### config.mk
export PLATFORM = sky130hd
export DESIGN_NAME = scaler_step_phase_word
export DESIGN_NICKNAME = d
export VERILOG_FILES = /design/src/design/ssp_pkg.sv /design/src/design/ssp_div_stage.sv /design/src/design/ssp_word.sv /design/src/design/scaler_step_phase_word.sv
export SDC_FILE = /design/constraint.sdc
export NUM_CORES = 1
export LEC_CHECK = 0
export ABC_AREA = 1
export BUFFER_PORTS_ARGS = -buffer_cell sky130_fd_sc_hd__buf_2
export CAP_MARGIN = 20
export CORE_UTILIZATION = 50
export CTS_CLUSTER_DIAMETER = 80
export CTS_CLUSTER_SIZE = 30
export DETAILED_ROUTE_END_ITERATION = 10
export GPL_TIMING_DRIVEN = 0
export PLACE_DENSITY = 0.63
export SYNTH_ARGS = -nofsm -noshare
export SYNTH_HDL_FRONTEND = slang
export SYNTH_SLANG_ARGS = --single-unit
### constraint.sdc
create_clock -name clock -period 4.5 [get_ports clock]
set_clock_uncertainty 0.2 [all_clocks]
set_input_delay 0.45 -clock clock [delete_from_list [all_inputs] [get_ports clock]]
set_output_delay 0.45 -clock clock [all_outputs]
set_load 0.05 [all_outputs]
### src/design/ssp_pkg.sv
package ssp_pkg;

   // Field widths
   localparam int SIZE_BITS  = 12;
   localparam int POS_BITS   = 17;
   localparam int WORD_BITS  = 32;
   localparam int PHASE_RES  = 6;

   // Dividend is source_size << 16, so the quotient has 28 bits
   localparam int NUM_BITS       = SIZE_BITS + 16;
   localparam int BITS_PER_STAGE = 2;
   localparam int DIV_STAGES     = NUM_BITS / BITS_PER_STAGE;
   localparam int LATENCY        = DIV_STAGES + 1;

   // Step field is placed at bit 8, so 24 of its bits survive in the word
   localparam int STEP_KEEP = WORD_BITS - 8;
   localparam logic [STEP_KEEP-1:0] STEP_FLAG_ADD = STEP_KEEP'(1) << (30 - 8);

   // Start phase offsets: half a pixel for luma, a quarter for chroma
   localparam logic [PHASE_RES:0] LUMA_OFFSET   = (PHASE_RES+1)'((1 << PHASE_RES) >> 1);
   localparam logic [PHASE_RES:0] CHROMA_OFFSET = (PHASE_RES+1)'((1 << PHASE_RES) >> 2);
   localparam logic signed [PHASE_RES+1:0] PHASE_MAX =
      (PHASE_RES+2)'((1 << PHASE_RES) - 1);

   typedef struct packed {
      logic [SIZE_BITS-1:0] source_size;
      logic [SIZE_BITS-1:0] scaled_size;
      logic [POS_BITS-1:0]  position;
      logic                 chroma_select;
   } ssp_req_type;

   typedef struct packed {
      logic [WORD_BITS-1:0] filter_word;
      logic                 divide_by_zero;
   } ssp_rsp_type;

   // One divider pipeline slot: partial remainder, combined numerator/quotient
   // shift register, and the side data carried alongside
   typedef struct packed {
      logic [SIZE_BITS-1:0]         rem;
      logic [NUM_BITS-1:0]          nq;
      logic [SIZE_BITS-1:0]         divisor;
      logic                         chroma_select;
      logic signed [PHASE_RES:0]    base;
   } ssp_div_type;

endpackage

### src/design/ssp_div_stage.sv
module ssp_div_stage
   import ssp_pkg::*;
(
   input  logic        clock,
   input  logic        reset,
   input  logic        up_valid,
   input  ssp_div_type up_data,
   output logic        dn_valid,
   output ssp_div_type dn_data
);

   logic        dn_valid_ff;
   ssp_div_type dn_data_ff;
   ssp_div_type dn_data_in;

   // Two restoring steps per stage; nq shifts numerator out the top,
   // quotient bits in at the bottom
   always_comb begin
      logic [SIZE_BITS:0]   part;
      logic [SIZE_BITS-1:0] rem;
      logic [NUM_BITS-1:0]  nq;
      logic                 ge;
      rem = up_data.rem;
      nq  = up_data.nq;
      for (int i = 0; i < BITS_PER_STAGE; i++) begin
         part = {rem, nq[NUM_BITS-1]};
         ge   = part >= {1'b0, up_data.divisor};
         if (ge) begin
            rem = SIZE_BITS'(part - {1'b0, up_data.divisor});
         end else begin
            rem = part[SIZE_BITS-1:0];
         end
         nq = {nq[NUM_BITS-2:0], ge};
      end
      dn_data_in     = up_data;
      dn_data_in.rem = rem;
      dn_data_in.nq  = nq;
   end

   always_ff @(posedge clock) begin
      if (reset) begin
         dn_valid_ff <= 1'b0;
      end else begin
         dn_valid_ff <= up_valid;
      end
   end

   always_ff @(posedge clock) begin
      dn_data_ff <= dn_data_in;
   end

   assign dn_valid = dn_valid_ff;
   assign dn_data  = dn_data_ff;

endmodule

### src/design/ssp_word.sv
module ssp_word
   import ssp_pkg::*;
(
   input  logic        clock,
   input  logic        reset,
   input  logic        div_valid,
   input  ssp_div_type div_data,
   output logic        rsp_valid,
   output ssp_rsp_type rsp_item
);

   logic        rsp_valid_ff;
   ssp_rsp_type rsp_item_ff;
   ssp_rsp_type rsp_item_in;

   always_comb begin
      logic [NUM_BITS-1:0]             step;
      logic signed [PHASE_RES+1:0]     phase;
      logic [PHASE_RES:0]              phase7;
      step = div_data.nq;
      if (!div_data.chroma_select) begin
         step[0] = 1'b0;
      end
      // rem >> 11: only the top remainder bit reaches the phase
      phase = {div_data.base[PHASE_RES], div_data.base}
            + (PHASE_RES+2)'(div_data.rem[SIZE_BITS-1]);
      if (phase > PHASE_MAX) begin
         phase = PHASE_MAX;
      end
      phase7 = phase[PHASE_RES:0];
      // Phase fits below bit 8, so only the flag bit needs an add
      if (div_data.divisor == '0) begin
         rsp_item_in.filter_word    = '0;
         rsp_item_in.divide_by_zero = 1'b1;
      end else begin
         rsp_item_in.filter_word    = {step[STEP_KEEP-1:0] + STEP_FLAG_ADD, 1'b0, phase7};
         rsp_item_in.divide_by_zero = 1'b0;
      end
   end

   always_ff @(posedge clock) begin
      if (reset) begin
         rsp_valid_ff <= 1'b0;
      end else begin
         rsp_valid_ff <= div_valid;
      end
   end

   always_ff @(posedge clock) begin
      rsp_item_ff <= rsp_item_in;
   end

   assign rsp_valid = rsp_valid_ff;
   assign rsp_item  = rsp_item_ff;

endmodule

### src/design/scaler_step_phase_word.sv
// Polyphase scaler control word generator. Each item gives a source size,
// a scaled size, a position and a luma/chroma select, and returns one
// 32-bit control word: the 12.16 step (source << 16) / scaled from bit 8
// up (bit 0 cleared for luma, top bits dropped) with 1 << 30 added, and a
// 7-bit two's complement start phase in the low bits. A scaled size of
// zero returns word 0 with divide_by_zero set. An item may be started in
// every cycle; busy never rises. Each result appears on rsp_item for
// exactly one cycle, flagged by rsp_valid, after the divider pipeline (two
// quotient bits per stage) and a registered word assembly stage. The
// receiver cannot stall, so results must be taken as they come.
module scaler_step_phase_word
   import ssp_pkg::*;
(
   input  logic        clock,
   input  logic        reset,
   input  logic        start,
   output logic        busy,
   input  ssp_req_type req_item,
   output logic        rsp_valid,
   output ssp_rsp_type rsp_item
);

   logic        stage_valid [0:DIV_STAGES];
   ssp_div_type stage_data  [0:DIV_STAGES];

   // Nothing ever holds the pipe, so the block is always free
   assign busy = 1'b0;

   // Entry: load dividend, work out the position part of the start phase
   always_comb begin
      stage_valid[0]              = start && !busy;
      stage_data[0].rem           = '0;
      stage_data[0].nq            = {req_item.source_size, 16'd0};
      stage_data[0].divisor       = req_item.scaled_size;
      stage_data[0].chroma_select = req_item.chroma_select;
      if (req_item.chroma_select) begin
         // quarter-pixel offset, position in half-resolution units
         stage_data[0].base = {1'b0, req_item.position[16:11]} - CHROMA_OFFSET;
      end else begin
         // half-pixel offset
         stage_data[0].base = {1'b0, req_item.position[15:10]} - LUMA_OFFSET;
      end
   end

   // Divider pipeline
   for (genvar s = 0; s < DIV_STAGES; s++) begin : g_div
      ssp_div_stage u_stage (
         .clock    (clock),
         .reset    (reset),
         .up_valid (stage_valid[s]),
         .up_data  (stage_data[s]),
         .dn_valid (stage_valid[s+1]),
         .dn_data  (stage_data[s+1])
      );
   end

   // Step fix-up, phase clamp and word packing
   ssp_word u_word (
      .clock     (clock),
      .reset     (reset),
      .div_valid (stage_valid[DIV_STAGES]),
      .div_data  (stage_data[DIV_STAGES]),
      .rsp_valid (rsp_valid),
      .rsp_item  (rsp_item)
   );

   // Every started item comes out after the fixed latency
   a_latency: assert property (@(posedge clock) disable iff (reset)
      (start && !busy) |-> ##LATENCY rsp_valid)
      else $error("item lost in pipeline");

   // Zero divisor flag lines up with the item that caused it
   a_dbz_flag: assert property (@(posedge clock) disable iff (reset)
      rsp_valid |-> (rsp_item.divide_by_zero ==
                     $past(req_item.scaled_size == '0, LATENCY)))
      else $error("divide_by_zero out of step with item");

   a_dbz_word: assert property (@(posedge clock) disable iff (reset)
      (rsp_valid && rsp_item.divide_by_zero) |-> (rsp_item.filter_word == '0))
      else $error("word not forced to zero on zero divisor");

   // Luma step must be even
   a_luma_even: assert property (@(posedge clock) disable iff (reset)
      (rsp_valid && !rsp_item.divide_by_zero && !$past(req_item.chroma_select, LATENCY))
      |-> (rsp_item.filter_word[8] == 1'b0))
      else $error("luma step bit 0 not cleared");

endmodule
==> results of run 1 <==
-- power by group --
group / internal, mW / total, mW / switching, mW
sequential: 7.57 / 8.29 / 0.721
combinational: 7.69 / 20.4 / 12.7
clock: 1.86 / 4.13 / 2.27
total: 17.1 / 32.8 / 15.7
-- sequential cells by signal, summed over array words and instances (netlist names) --
signal	flops
g_div.u_stage.dn_data	623
g_div.u_stage.dn_valid	14
u_word.rsp_item	32
u_word.rsp_valid	1
-- worst paths after layout --
path / from / end / depth (start not counted)
worst min-delay path: g_div[0].u_stage.dn_data[44]$_DFF_P_ / g_div[1].u_stage.dn_data[46]$_DFF_P_ / 0
worst max register to register: g_div[11].u_stage.dn_data[12]$_DFF_P_ / g_div[12].u_stage.dn_data[48]$_SDFF_PN0_ / 26
worst max-delay path: g_div[11].u_stage.dn_data[12]$_DFF_P_ / g_div[12].u_stage.dn_data[48]$_SDFF_PN0_ / 26
worst min register to register: g_div[0].u_stage.dn_data[44]$_DFF_P_ / g_div[1].u_stage.dn_data[46]$_DFF_P_ / 0
-- kinds of logic (layout without fill, tap and decap cells) --
group                      count (synthesis)  count (layout)  share of synthesized area
xor gates and xnor gates                 198             198                    0.04788
AOI/OAI and AO/OA                        297             297                    0.05036
and+or+nand+nor                         2615            2615                     0.3150
DFF                                      670             670                     0.3703
buffers and inverters                    835            1011                    0.09496
other                                      1               2                  0.0001035
adders and majority gates                340             340                     0.1214
-- worst reg2reg max path: cells and delay by family (launching register included) --
kind / cells / cell delay, ps
simple gates: 16 / 1740
buf+inv: 7 / 870
fa+ha+maj: 2 / 700
flops: 1 / 450
compound gates: 1 / 140
-- layout by cell type, fill, tap and decap left out, drive strengths merged --
cell | netlist | final
buf | 51 | 122
clkinvlp | 0 | 1
a31oi | 13 | 13
o22ai | 1 | 1
fa | 19 | 19
a21boi | 5 | 5
nand3 | 418 | 418
ha | 321 | 321
nand3b | 37 | 37
nor2 | 463 | 463
conb | 1 | 2
clkbuf | 14 | 60
xnor2 | 100 | 100
nand4 | 120 | 120
nor3 | 26 | 26
nor4 | 4 | 4
clkinv | 0 | 9
o21bai | 17 | 17
dlygate4sd3 | 0 | 36
a21o | 33 | 33
dfxtp | 670 | 670
xor2 | 98 | 98
or2 | 4 | 4
nand2 | 1536 | 1536
inv | 770 | 783
o21ai | 66 | 66
a21oi | 162 | 162
and2 | 7 | 7
-- per-layer routing --
layer  up-vias  GRT usage
met5         -          0
met4         0    0.06520
met3       128    0.02088
met2       481     0.3968
met1     13130     0.3068
li1      15880          -
-- per-stage QoR --
stage / total power, mW / cells / area [um^2] / TNS, ps
global route: 36.12 / 6083 / 39620 / -18.30
global placement: 28.38 / 5974 / 37750 / 0
floorplan: 24.24 / 4957 / 36230 / 0
detailed placement: 28.51 / 5975 / 37770 / 0
CTS: 32.80 / 6078 / 39560 / 0
finish: 32.77 / 6083 / 39620 / 0
-- cell type report --
type,instances,share of cell area
multi-input cells,3452,0.4892
flip-flops and latches,670,0.3386
inverters,770,0.07302
well taps,950,0.03000
clock buffers,44,0.02644
repair buffers,109,0.01889
plain buffers,65,0.01402
clock inverters,23,0.009822
-- what timing repair did --
action	in CTS	in global routing
setup endpoints to repair	0	42
hold buffers	36	0
resized for setup	0	17
buffers inserted	0	5
hold endpoints to repair	37	0
==> run_results.csv, run 1 <==
group,metric,value,unit
power,power.density_cell_area,827.3,nW/um^2
layout,postLayoutCoreUtil,0.5532,
clock_tree,cts.reportedPaths.clkPinSlew,100,ps
min_path,worstHoldPathType,"reg -> reg",
layout,fin_nets,5493,
logic_synthesis,netlist.top_cell.by_area,"sky130_fd_sc_hd__dfxtp_1",
timing,whs,103.9,ps
setup_path,cp_data_required_time,4790,ps
logic_synthesis,synth_common_cells,"sky130_fd_sc_hd__nand2_1 (1,509), sky130_fd_sc_hd__inv_1 (754), sky130_fd_sc_hd__dfxtp_1 (670)",
die,initial_utilization,0.5058,
logic_synthesis,ys.warnings.count,0,
logic_synthesis,postSynth.asyncResetShare,0,
global_route,grt_start_max_net_pins,31,
setup_path,crit_fanout,10,
logic_synthesis,synth_edf_count,0,
drt,drtIter0Drc,1727,
drt,drt_antenna_net_count,0,
layout,n_fill_cell,7027,
power,total_leakage_power,21.35,nW
drt,length_of_routed_wiring_on_met1,40.18,mm
drt,vias,29620,
layout,multi_input_gate_area,19380,um^2
clock_tree,cts_max_level,2,
drt,detailedRoute.firstPassIterationCount,7,
drt,wirelength,84.50,mm
die,core,71610,um^2
setup_path,end_kind,"register",
global_route,grt_overflow_total,0,
power,ir_worst_vdd,0.5303,mV
timing,worst-slew-pin-transition,936.4,ps
place,io_buffers,67,
job,max_cap_viol_count,0,
layout,n_antenna_cell,0,
clock_tree,cts_inserted_buffers,40,
setup_path,worst_path_class_setup,"reg -> reg",
timing,final_critical_path_setup_slack,298.7,ps
die,floorplan.io_pins,80,
logic_synthesis,netlist_area,36220,um^2
place,gpl.final_weighted_congestion,0.9420,
drt,dr_wl_met2,39.39,mm
die,die_x,271.2,um
global_route,global_route_wire_length_before_repair,139.3,mm
logic_synthesis,primary_flip_flop_cell_chosen_by_synthesis_mapping,"sky130_fd_sc_hd__dfxtp_1",
timing,final-max-slew-violation-count,0,
logic_synthesis,synth.avg_cell_area,7.309,um^2
setup_path,cp_num_buf_inv,7,
clock_tree,max-clock-path-buffers,3,
drt,drt_drc_violations_left,0,
clock_tree,ctsRootBufferMaster,"sky130_fd_sc_hd__clkbuf_16",
drt,highest-signal-layer,"met4",
layout,area.growth.synth_to_final,9.368,%
setup_path,cp.arrival,4490,ps
drt,post_drt_wl_per_cell,13.89,um
logic_synthesis,instance_count_of_the_mapped_netlist,4956,
setup_path,worst_path_dominant_cell_family,"simple AND/OR/NAND/NOR gates",
clock_tree,tritoncts,"yes",
logic_synthesis,synth_sequential_area_ratio,0.3703,
layout,fraction_of_layout_cells_with_a_size_suffix_above_1,0.07208,
logic_synthesis,synth_top_area_frac,0.3703,
setup_path,worst_path_largest_cell_delay,450,ps
layout,area.sequential,13420,um^2
die,placement_rows,98,
timing,crit_share_post_route,0.9336,
logic_synthesis,ys_types,49,
logic_synthesis,post_synth_main_area_contributors,"sky130_fd_sc_hd__dfxtp_1 (37%), sky130_fd_sc_hd__nand2_1 (16%), sky130_fd_sc_hd__ha_1 (11%)",
timing,fmax,0.2380,GHz
timing,fin_crit,4201,ps
setup_path,r2r_setup_slack,300,ps
outcome,result_of_the_run,"finished, final reports clean",
setup_path,crit_path_start_kind,"register",
global_route,antenna_found_initial,2,
drt,met3RoutedLength,2.781,mm
setup_path,crit_path_slowest_cell,"sky130_fd_sc_hd__dfxtp_1",
setup_path,timing.critical_path.mode_cell,"sky130_fd_sc_hd__nand2_1",
timing,hold_viol,0,
place,detailed_place_hpwl,68.71,mm
clock_tree,clkSinkCount,670,
timing,finalSetupViolCount,0,
timing,max_slew_margin,0.3757,
global_route,grt_use_total,0.2304,
place,place_ws,178.4,ps
logic_synthesis,synth-seq-cells,670,
die,fp.dieArea,73530,um^2
global_route,via_count_of_the_first_global_routing_pass,28220,
die,die_y,271.2,um
drt,avgViaCountPerCell,4.869,
clock_tree,later_pin_clock_latency_in_the_skew_report,610,ps
logic_synthesis,post-synth-top-count-cell,"sky130_fd_sc_hd__nand2_1",
(Power assumes the default switching activity.)
==> run 2, diff against run 1 <==
Settings changed: REMOVE_ABC_BUFFERS from default to 1.
==> run 2 against run 1 <==
Effect of this change: design area shrank 0.83%; wire length decreased by 1.8%; final cell count decreased by 1.2%; non-clock buffer count is 69 lower; clock-buffer cell count decreased by 1; combinational power shrank 2%; register-to-register slack about the same; die area did not move; sequential share of layout area grew 0.28 points; critical path type unchanged; critical endpoint is now g_div[6].u_stage.dn_data[53]$_DFF_P_.
==> run_results.csv, run 2 (synthesis gave the netlist of run 1 again) <==
group,metric,value,unit
outcome,result_of_the_run,"finished, final reports clean",
setup_path,worst_path_dominant_cell_family,"simple AND/OR/NAND/NOR gates",
layout,area.growth.synth_to_final,8.456,%
drt,drt_drc_violations_left,0,
die,fp.dieArea,73530,um^2
power,total_leakage_power,21.11,nW
timing,max_slew_margin,0.3980,
setup_path,timing.critical_path.mode_cell,"sky130_fd_sc_hd__nand2_1",
timing,setup_repair_after_global_routing_missed_its_margin,"false",
die,placement_rows,98,
layout,most-common-layout-cells,"sky130_fd_sc_hd__nand2_1 (1,497), sky130_fd_sc_hd__inv_1 (754), sky130_fd_sc_hd__dfxtp_1 (670), sky130_fd_sc_hd__nor2_1 (418), sky130_fd_sc_hd__nand3_1 (371)",
clock_tree,cts.reportedPaths.clkPinSlew,100,ps
clock_tree,later_pin_clock_latency_in_the_skew_report,600,ps
setup_path,end_kind,"register",
setup_path,crit_path_start_kind,"register",
layout,mostFrequentLayoutCell,"sky130_fd_sc_hd__nand2_1",
job,max_cap_viol_count,0,
setup_path,critical_path.reg2reg.startpoint,"g_div[5].u_stage.dn_data[17]$_DFF_P_",
clock_tree,cts_inserted_buffers,39,
setup_path,worst_path_class_setup,"reg -> reg",
global_route,antenna_found_initial,0,
layout,fraction_of_layout_cells_with_a_size_suffix_above_1,0.06419,
global_route,grt_overflow_total,0,
clock_tree,ctsRootBufferMaster,"sky130_fd_sc_hd__clkbuf_16",
timing,final-max-slew-violation-count,0,
global_route,grt_start_max_net_pins,31,
timing,final_critical_path_setup_slack,285.5,ps
setup_path,crit_fanout,13,
layout,n_fill_cell,6966,
place,place_ws,-385.2,ps
die,floorplan.io_pins,80,
place,placed_cells_incl_taps,5910,
die,core,71610,um^2
clock_tree,cts_max_level,2,
die,die_x,271.2,um
timing,timing.setup.tns,0,ps
drt,drtIter0Drc,1692,
clock_tree,tritoncts,"yes",
setup_path,cp_data_required_time,4790,ps
drt,wirelength,83.00,mm
timing,fin_crit,4214,ps
place,gpl.final_weighted_congestion,0.8912,
power,power.density_cell_area,824.1,nW/um^2
clock_tree,max-clock-path-buffers,3,
timing,finalSetupViolCount,0,
setup_path,worstPathCellList,"inv_1, ha_1, nand2_1, inv_1, nand2_1, inv_1, a21oi_4, nand3_2, nor2_1, nor2_1, ha_1, nand2_1, nor2_1, nand3_1, nand3_1, nand2_1, nand3_1, nand2_4, nand3_4, nand2_1, nand2_1",
power,fin_total_pwr,32.38,mW
clock_tree,clkSinkCount,670,
min_path,hold_path_startpoint,"req_item[17]",
die,initial_utilization,0.5058,
layout,final-instance-count-excl-fill,6013,
power,ir_worst_vdd,0.5358,mV
drt,post_drt_wl_per_cell,13.80,um
drt,vias,29550,
die,die_y,271.2,um
layout,fin_nets,5425,
timing,crit_share_post_route,0.9365,
setup_path,crit_path_slowest_cell,"sky130_fd_sc_hd__dfxtp_1",
setup_path,cp_num_buf_inv,3,
timing,worst-slew-pin-transition,899.6,ps
setup_path,worst_path_largest_cell_delay,430,ps
place,detailed_place_hpwl,66.45,mm
setup_path,critical_path.startpoint,"g_div[5].u_stage.dn_data[17]$_DFF_P_",
drt,drt_antenna_net_count,0,
layout,postLayoutCoreUtil,0.5486,
timing,fmax,0.2373,GHz
global_route,global_route_wire_length_before_repair,137.0,mm
layout,largest_reg_flops,623,
setup_path,cp.arrival,4500,ps
drt,detailedRoute.firstPassIterationCount,6,
layout,n_antenna_cell,0,
global_route,via_count_of_the_first_global_routing_pass,27590,
timing,hold_viol,0,
global_route,grt_use_total,0.2250,
drt,avgViaCountPerCell,4.915,
place,io_buffers,67,
min_path,worstHoldPathType,"in -> reg",
-- run 2: cell types whose count changed in the layout (fill, tap and decap cells not counted), moves of 4 or more --
cell                       before   now
sky130_fd_sc_hd__buf_12         4     0
sky130_fd_sc_hd__buf_2         79    67
sky130_fd_sc_hd__buf_4         18     1
sky130_fd_sc_hd__buf_6         16     0
sky130_fd_sc_hd__buf_8          5     0
sky130_fd_sc_hd__clkbuf_1      10     0
sky130_fd_sc_hd__clkbuf_2       5     0
sky130_fd_sc_hd__nand2_1     1509  1497
sky130_fd_sc_hd__nand2_2       26    36
sky130_fd_sc_hd__nand3_1      375   371
sky130_fd_sc_hd__nand3_2       36    28
sky130_fd_sc_hd__nand3_4        7    21
sky130_fd_sc_hd__o21ai_0       38    33
-- run 2: final timing paths --
path | to | slack [ps] | cells past startpoint
worst min-delay path | g_div[0].u_stage.dn_data[6]$_DFF_P_ | 80 | 5
worst max register to register | g_div[6].u_stage.dn_data[53]$_DFF_P_ | 290 | 21
worst min register to register | g_div[7].u_stage.dn_data[31]$_DFF_P_ | 130 | 0
worst max-delay path | g_div[6].u_stage.dn_data[53]$_DFF_P_ | 290 | 21
-- run 2: tightest hold or removal path, delay by kind of cell --
kind / cells / cell delay [ps]
AND/OR/NAND/NOR: 2 / 110
buffers and inverters: 2 / 150
adder cells (fa/ha/maj): 1 / 130
-- run 2: power by group --
| part | internal (mW) | switching, mW |
|---|---|---|
| Combinational | 7.19 | 12.7 |
| Sequential | 7.57 | 0.749 |
| Clock | 1.94 | 2.26 |
-- run 2: repair_timing --
item / CTS / global route
pin swaps: 0 / 3
gates resized for setup: 12 / 32
setup endpoints to repair: 51 / 155
buffers inserted: 0 / 1
hold buffers: 36 / 0
hold endpoints to repair: 46 / 0
gates cloned: 0 / 2
-- run 2: cell type report --
cell class              count  area (um^2)  share of cell area
multi-input cells        3454        19580              0.4983
flip-flops and latches    670        13410              0.3414
inverters                 770         2893             0.07364
well taps                 950         1189             0.03026
clock buffers              43         1054             0.02682
repair buffers            105        730.7             0.01860
clock inverters            21        429.2             0.01092
-- run 2: routing by layer --
metal / vias up / routed length, um / track usage
li1: 15730 / - / -
met3: 99 / 3085 / 0.01973
met1: 13190 / 39220 / 0.3030
met5: - / 0 / 0
met2: 537 / 38760 / 0.3869
met4: 0 / 1940 / 0.05692
-- run 2: metrics by stage --
step,hold WS [ps],instance area [um^2]
after detailed placement,112.1,37230
after CTS,41.25,39130
final,78.44,39290
after global placement,109.5,37200
after global routing,83.16,39290
after floorplan,109.6,35680
==> run 3, diff against run 2 <==
Settings changed: CAP_MARGIN 20 to default, SYNTH_HIERARCHICAL from default to 1.
==> run 3 against run 2 <==
Effect of this change: final cell count is 8.8% higher; sequential share of layout area is 3.0 points higher; area after synthesis up 13%; maximum frequency rose by 1.9%; wire length increased by 3.8%.
==> run_results.csv, run 3 <==
group,metric,value,unit
outcome,result_of_the_run,"finished, final reports clean",
timing,max_slew_margin,0.4165,
timing,hold_viol,0,
die,core,80680,um^2
die,die_x,288.0,um
setup_path,worst_path_dominant_cell_family,"simple AND/OR/NAND/NOR gates",
logic_synthesis,instance_count_of_the_mapped_netlist,5326,
setup_path,critical_path.reg2reg.startpoint,"g_div[11].u_stage/dn_data[17]$_DFF_P_",
die,placement_rows,104,
global_route,global_route_wire_length_before_repair,143.1,mm
timing,final-max-slew-violation-count,0,
layout,area.sequential,16460,um^2
setup_path,cp_num_buf_inv,3,
timing,finalSetupViolCount,0,
setup_path,cp_data_required_time,4810,ps
timing,fin_crit,4135,ps
clock_tree,ctsRootBufferMaster,"sky130_fd_sc_hd__clkbuf_16",
die,fp.dieArea,82940,um^2
setup_path,endpoint,"g_div[12].u_stage/dn_data[51]$_DFF_P_",
job,max_cap_viol_count,0,
drt,detailedRoute.firstPassIterationCount,7,
clock_tree,postCtsSetupRepairBufs,0,
setup_path,r2r_setup_slack,370,ps
clock_tree,cts_max_level,2,
global_route,antenna_found_initial,0,
die,floorplan.io_pins,80,
setup_path,end_kind,"register",
layout,multi_input_gate_area,20940,um^2
setup_path,crit_path_start_kind,"register",
clock_tree,max-clock-path-buffers,3,
clock_tree,tritoncts,"yes",
place,gpl.final_weighted_congestion,0.9306,
drt,post_drt_wl_per_cell,13.16,um
logic_synthesis,synth.avg_cell_area,7.678,um^2
setup_path,critical_path_depth,22,
layout,n_antenna_cell,0,
die,die_y,288.0,um
layout,fraction_of_layout_cells_with_a_size_suffix_above_1,0.08077,
clock_tree,cts.reportedPaths.clkPinSlew,100,ps
setup_path,cp.arrival,4440,ps
drt,avgViaCountPerCell,4.800,
layout,n_fill_cell,7718,
place,place_ws,-111.0,ps
clock_tree,later_pin_clock_latency_in_the_skew_report,640,ps
timing,crit_share_post_route,0.9189,
timing,worst-slew-pin-transition,872.1,ps
layout,fin_nets,5866,
setup_path,timing.critical_path.mode_cell,"sky130_fd_sc_hd__nand2_1",
place,io_buffers,67,
global_route,via_count_of_the_first_global_routing_pass,29640,
setup_path,worst-r2r-cell-count,22,
global_route,grt_overflow_total,0,
logic_synthesis,netlist_area,40890,um^2
setup_path,crit_path_slowest_cell,"sky130_fd_sc_hd__dfxtp_1",
drt,drt_antenna_net_count,0,
setup_path,crit_fanout,20,
timing,final_critical_path_setup_slack,365.2,ps
clock_tree,clkSinkCount,822,
layout,area.growth.synth_to_final,8.292,%
place,detailed_place_hpwl,68.11,mm
setup_path,crit-reg2reg-capture,"g_div[12].u_stage/dn_data[51]$_DFF_P_",
clock_tree,cts_inserted_buffers,47,
setup_path,critical_path.startpoint,"g_div[11].u_stage/dn_data[17]$_DFF_P_",
setup_path,worstPathCellList,"inv_1, ha_1, nand2_1, inv_1, nand2_1, inv_1, a21oi_4, nand3_4, o21ai_1, ha_1, nand2_1, nand2_1, nand2_1, nand2_1, nand2_1, nand3_1, nand2_1, nand3_1, nand2_2, nand3_2, nand2_1, nand2_1",
timing,fmax,0.2418,GHz
setup_path,worst_path_largest_cell_delay,390,ps
layout,largest_reg_flops,775,
global_route,grt_start_max_net_pins,31,
logic_synthesis,ys.warnings.count,6,
setup_path,worst_path_class_setup,"reg -> reg",
drt,drtIter0Drc,1577,
min_path,worstHoldPathType,"in -> reg",
die,initial_utilization,0.5069,
drt,drt_drc_violations_left,0,
layout,mostFrequentLayoutCell,"sky130_fd_sc_hd__nand2_1",
drt,vias,31410,
drt,wirelength,86.12,mm
global_route,grt_use_total,0.2085,
layout,most-common-layout-cells,"sky130_fd_sc_hd__nand2_1 (1,618), sky130_fd_sc_hd__dfxtp_1 (822), sky130_fd_sc_hd__inv_1 (777), sky130_fd_sc_hd__nor2_1 (420), sky130_fd_sc_hd__nand3_1 (379)",
[run 3: changes by cell type in the layout (fill, tap and decap cells not counted), moves of 23 or more]
cell                      delta
sky130_fd_sc_hd__inv_1      +23
sky130_fd_sc_hd__nand3_2    +23
sky130_fd_sc_hd__conb_1     +43
sky130_fd_sc_hd__xnor2_1    -25
sky130_fd_sc_hd__nand2_1   +121
sky130_fd_sc_hd__o21ai_0    -33
sky130_fd_sc_hd__nand2_2    +40
sky130_fd_sc_hd__dfxtp_1   +152
[run 3: worst min path at each step]
stage          slack (ps)                                 start  cells after the start                                     to
6_report               40                          req_item[17]                      5    g_div[0].u_stage/dn_data[6]$_DFF_P_
5_1_grt                40                          req_item[17]                      5    g_div[0].u_stage/dn_data[6]$_DFF_P_
4_1_cts                 4                          req_item[17]                      5    g_div[0].u_stage/dn_data[6]$_DFF_P_
3_5_place_dp          110  g_div[9].u_stage/dn_data[24]$_DFF_P_                      0  g_div[10].u_stage/dn_data[26]$_DFF_P_
3_3_place_gp          110   g_div[8].u_stage/dn_data[4]$_DFF_P_                      0    g_div[9].u_stage/dn_data[4]$_DFF_P_
2_1_floorplan         110   g_div[9].u_stage/dn_data[0]$_DFF_P_                      0   g_div[10].u_stage/dn_data[0]$_DFF_P_
[run 3: timing repair]
| action | CTS | global route |
|---|---|---|
| pin swaps | 0 | 1 |
| hold buffers | 43 | 0 |
| resized for setup | 3 | 31 |
| endpoints found under the hold margin | 46 | 0 |
| gates cloned | 0 | 1 |
| endpoints found under the setup margin | 37 | 167 |
[run 3: routing by layer]
| layer | up-vias | GRT usage | wire length (um) |
|---|---|---|---|
| met5 | - | 0 | 0 |
| met4 | 0 | 0.05741 | 2077 |
| met3 | 125 | 0.02155 | 3342 |
| met2 | 547 | 0.3478 | 38890 |
| met1 | 13840 | 0.2854 | 41800 |
| li1 | 16900 | - | - |
[run 3: layout make-up]
class                   instances  area share
clock buffers                  49     0.02695
inverters                     808     0.06866
clock inverters                30     0.01266
well taps                    1060     0.02995
multi-input cells            3666      0.4729
repair buffers                110     0.01729
flip-flops and latches        822      0.3716
[run 3: stage by stage]
stage                     instances  utilization  TNS (ps)  area (um^2)  hold WS [ps]
after floorplan                5295            -         0        40250         109.6
after global placement         6422       0.5195     -2669        41910         109.7
after detailed placement       6422       0.5195     -1137        41910         112.1
after CTS                      6544       0.5469         0        44120         4.074
after global routing           6545       0.5489    -20.70        44290         43.98
final                          6545       0.5489         0        44290         41.78
[run 3: worst min-delay path, stage by stage]
cell,delay (ps)
sky130_fd_sc_hd__buf_2,90
sky130_fd_sc_hd__inv_1,50
sky130_fd_sc_hd__ha_1,140
sky130_fd_sc_hd__nand2_1,50
sky130_fd_sc_hd__nand2_1,50
Power of run 3 is left out: the tool's default activity adds up to more than one toggle a clock period on the data nets, which glitch-free logic cannot reach.
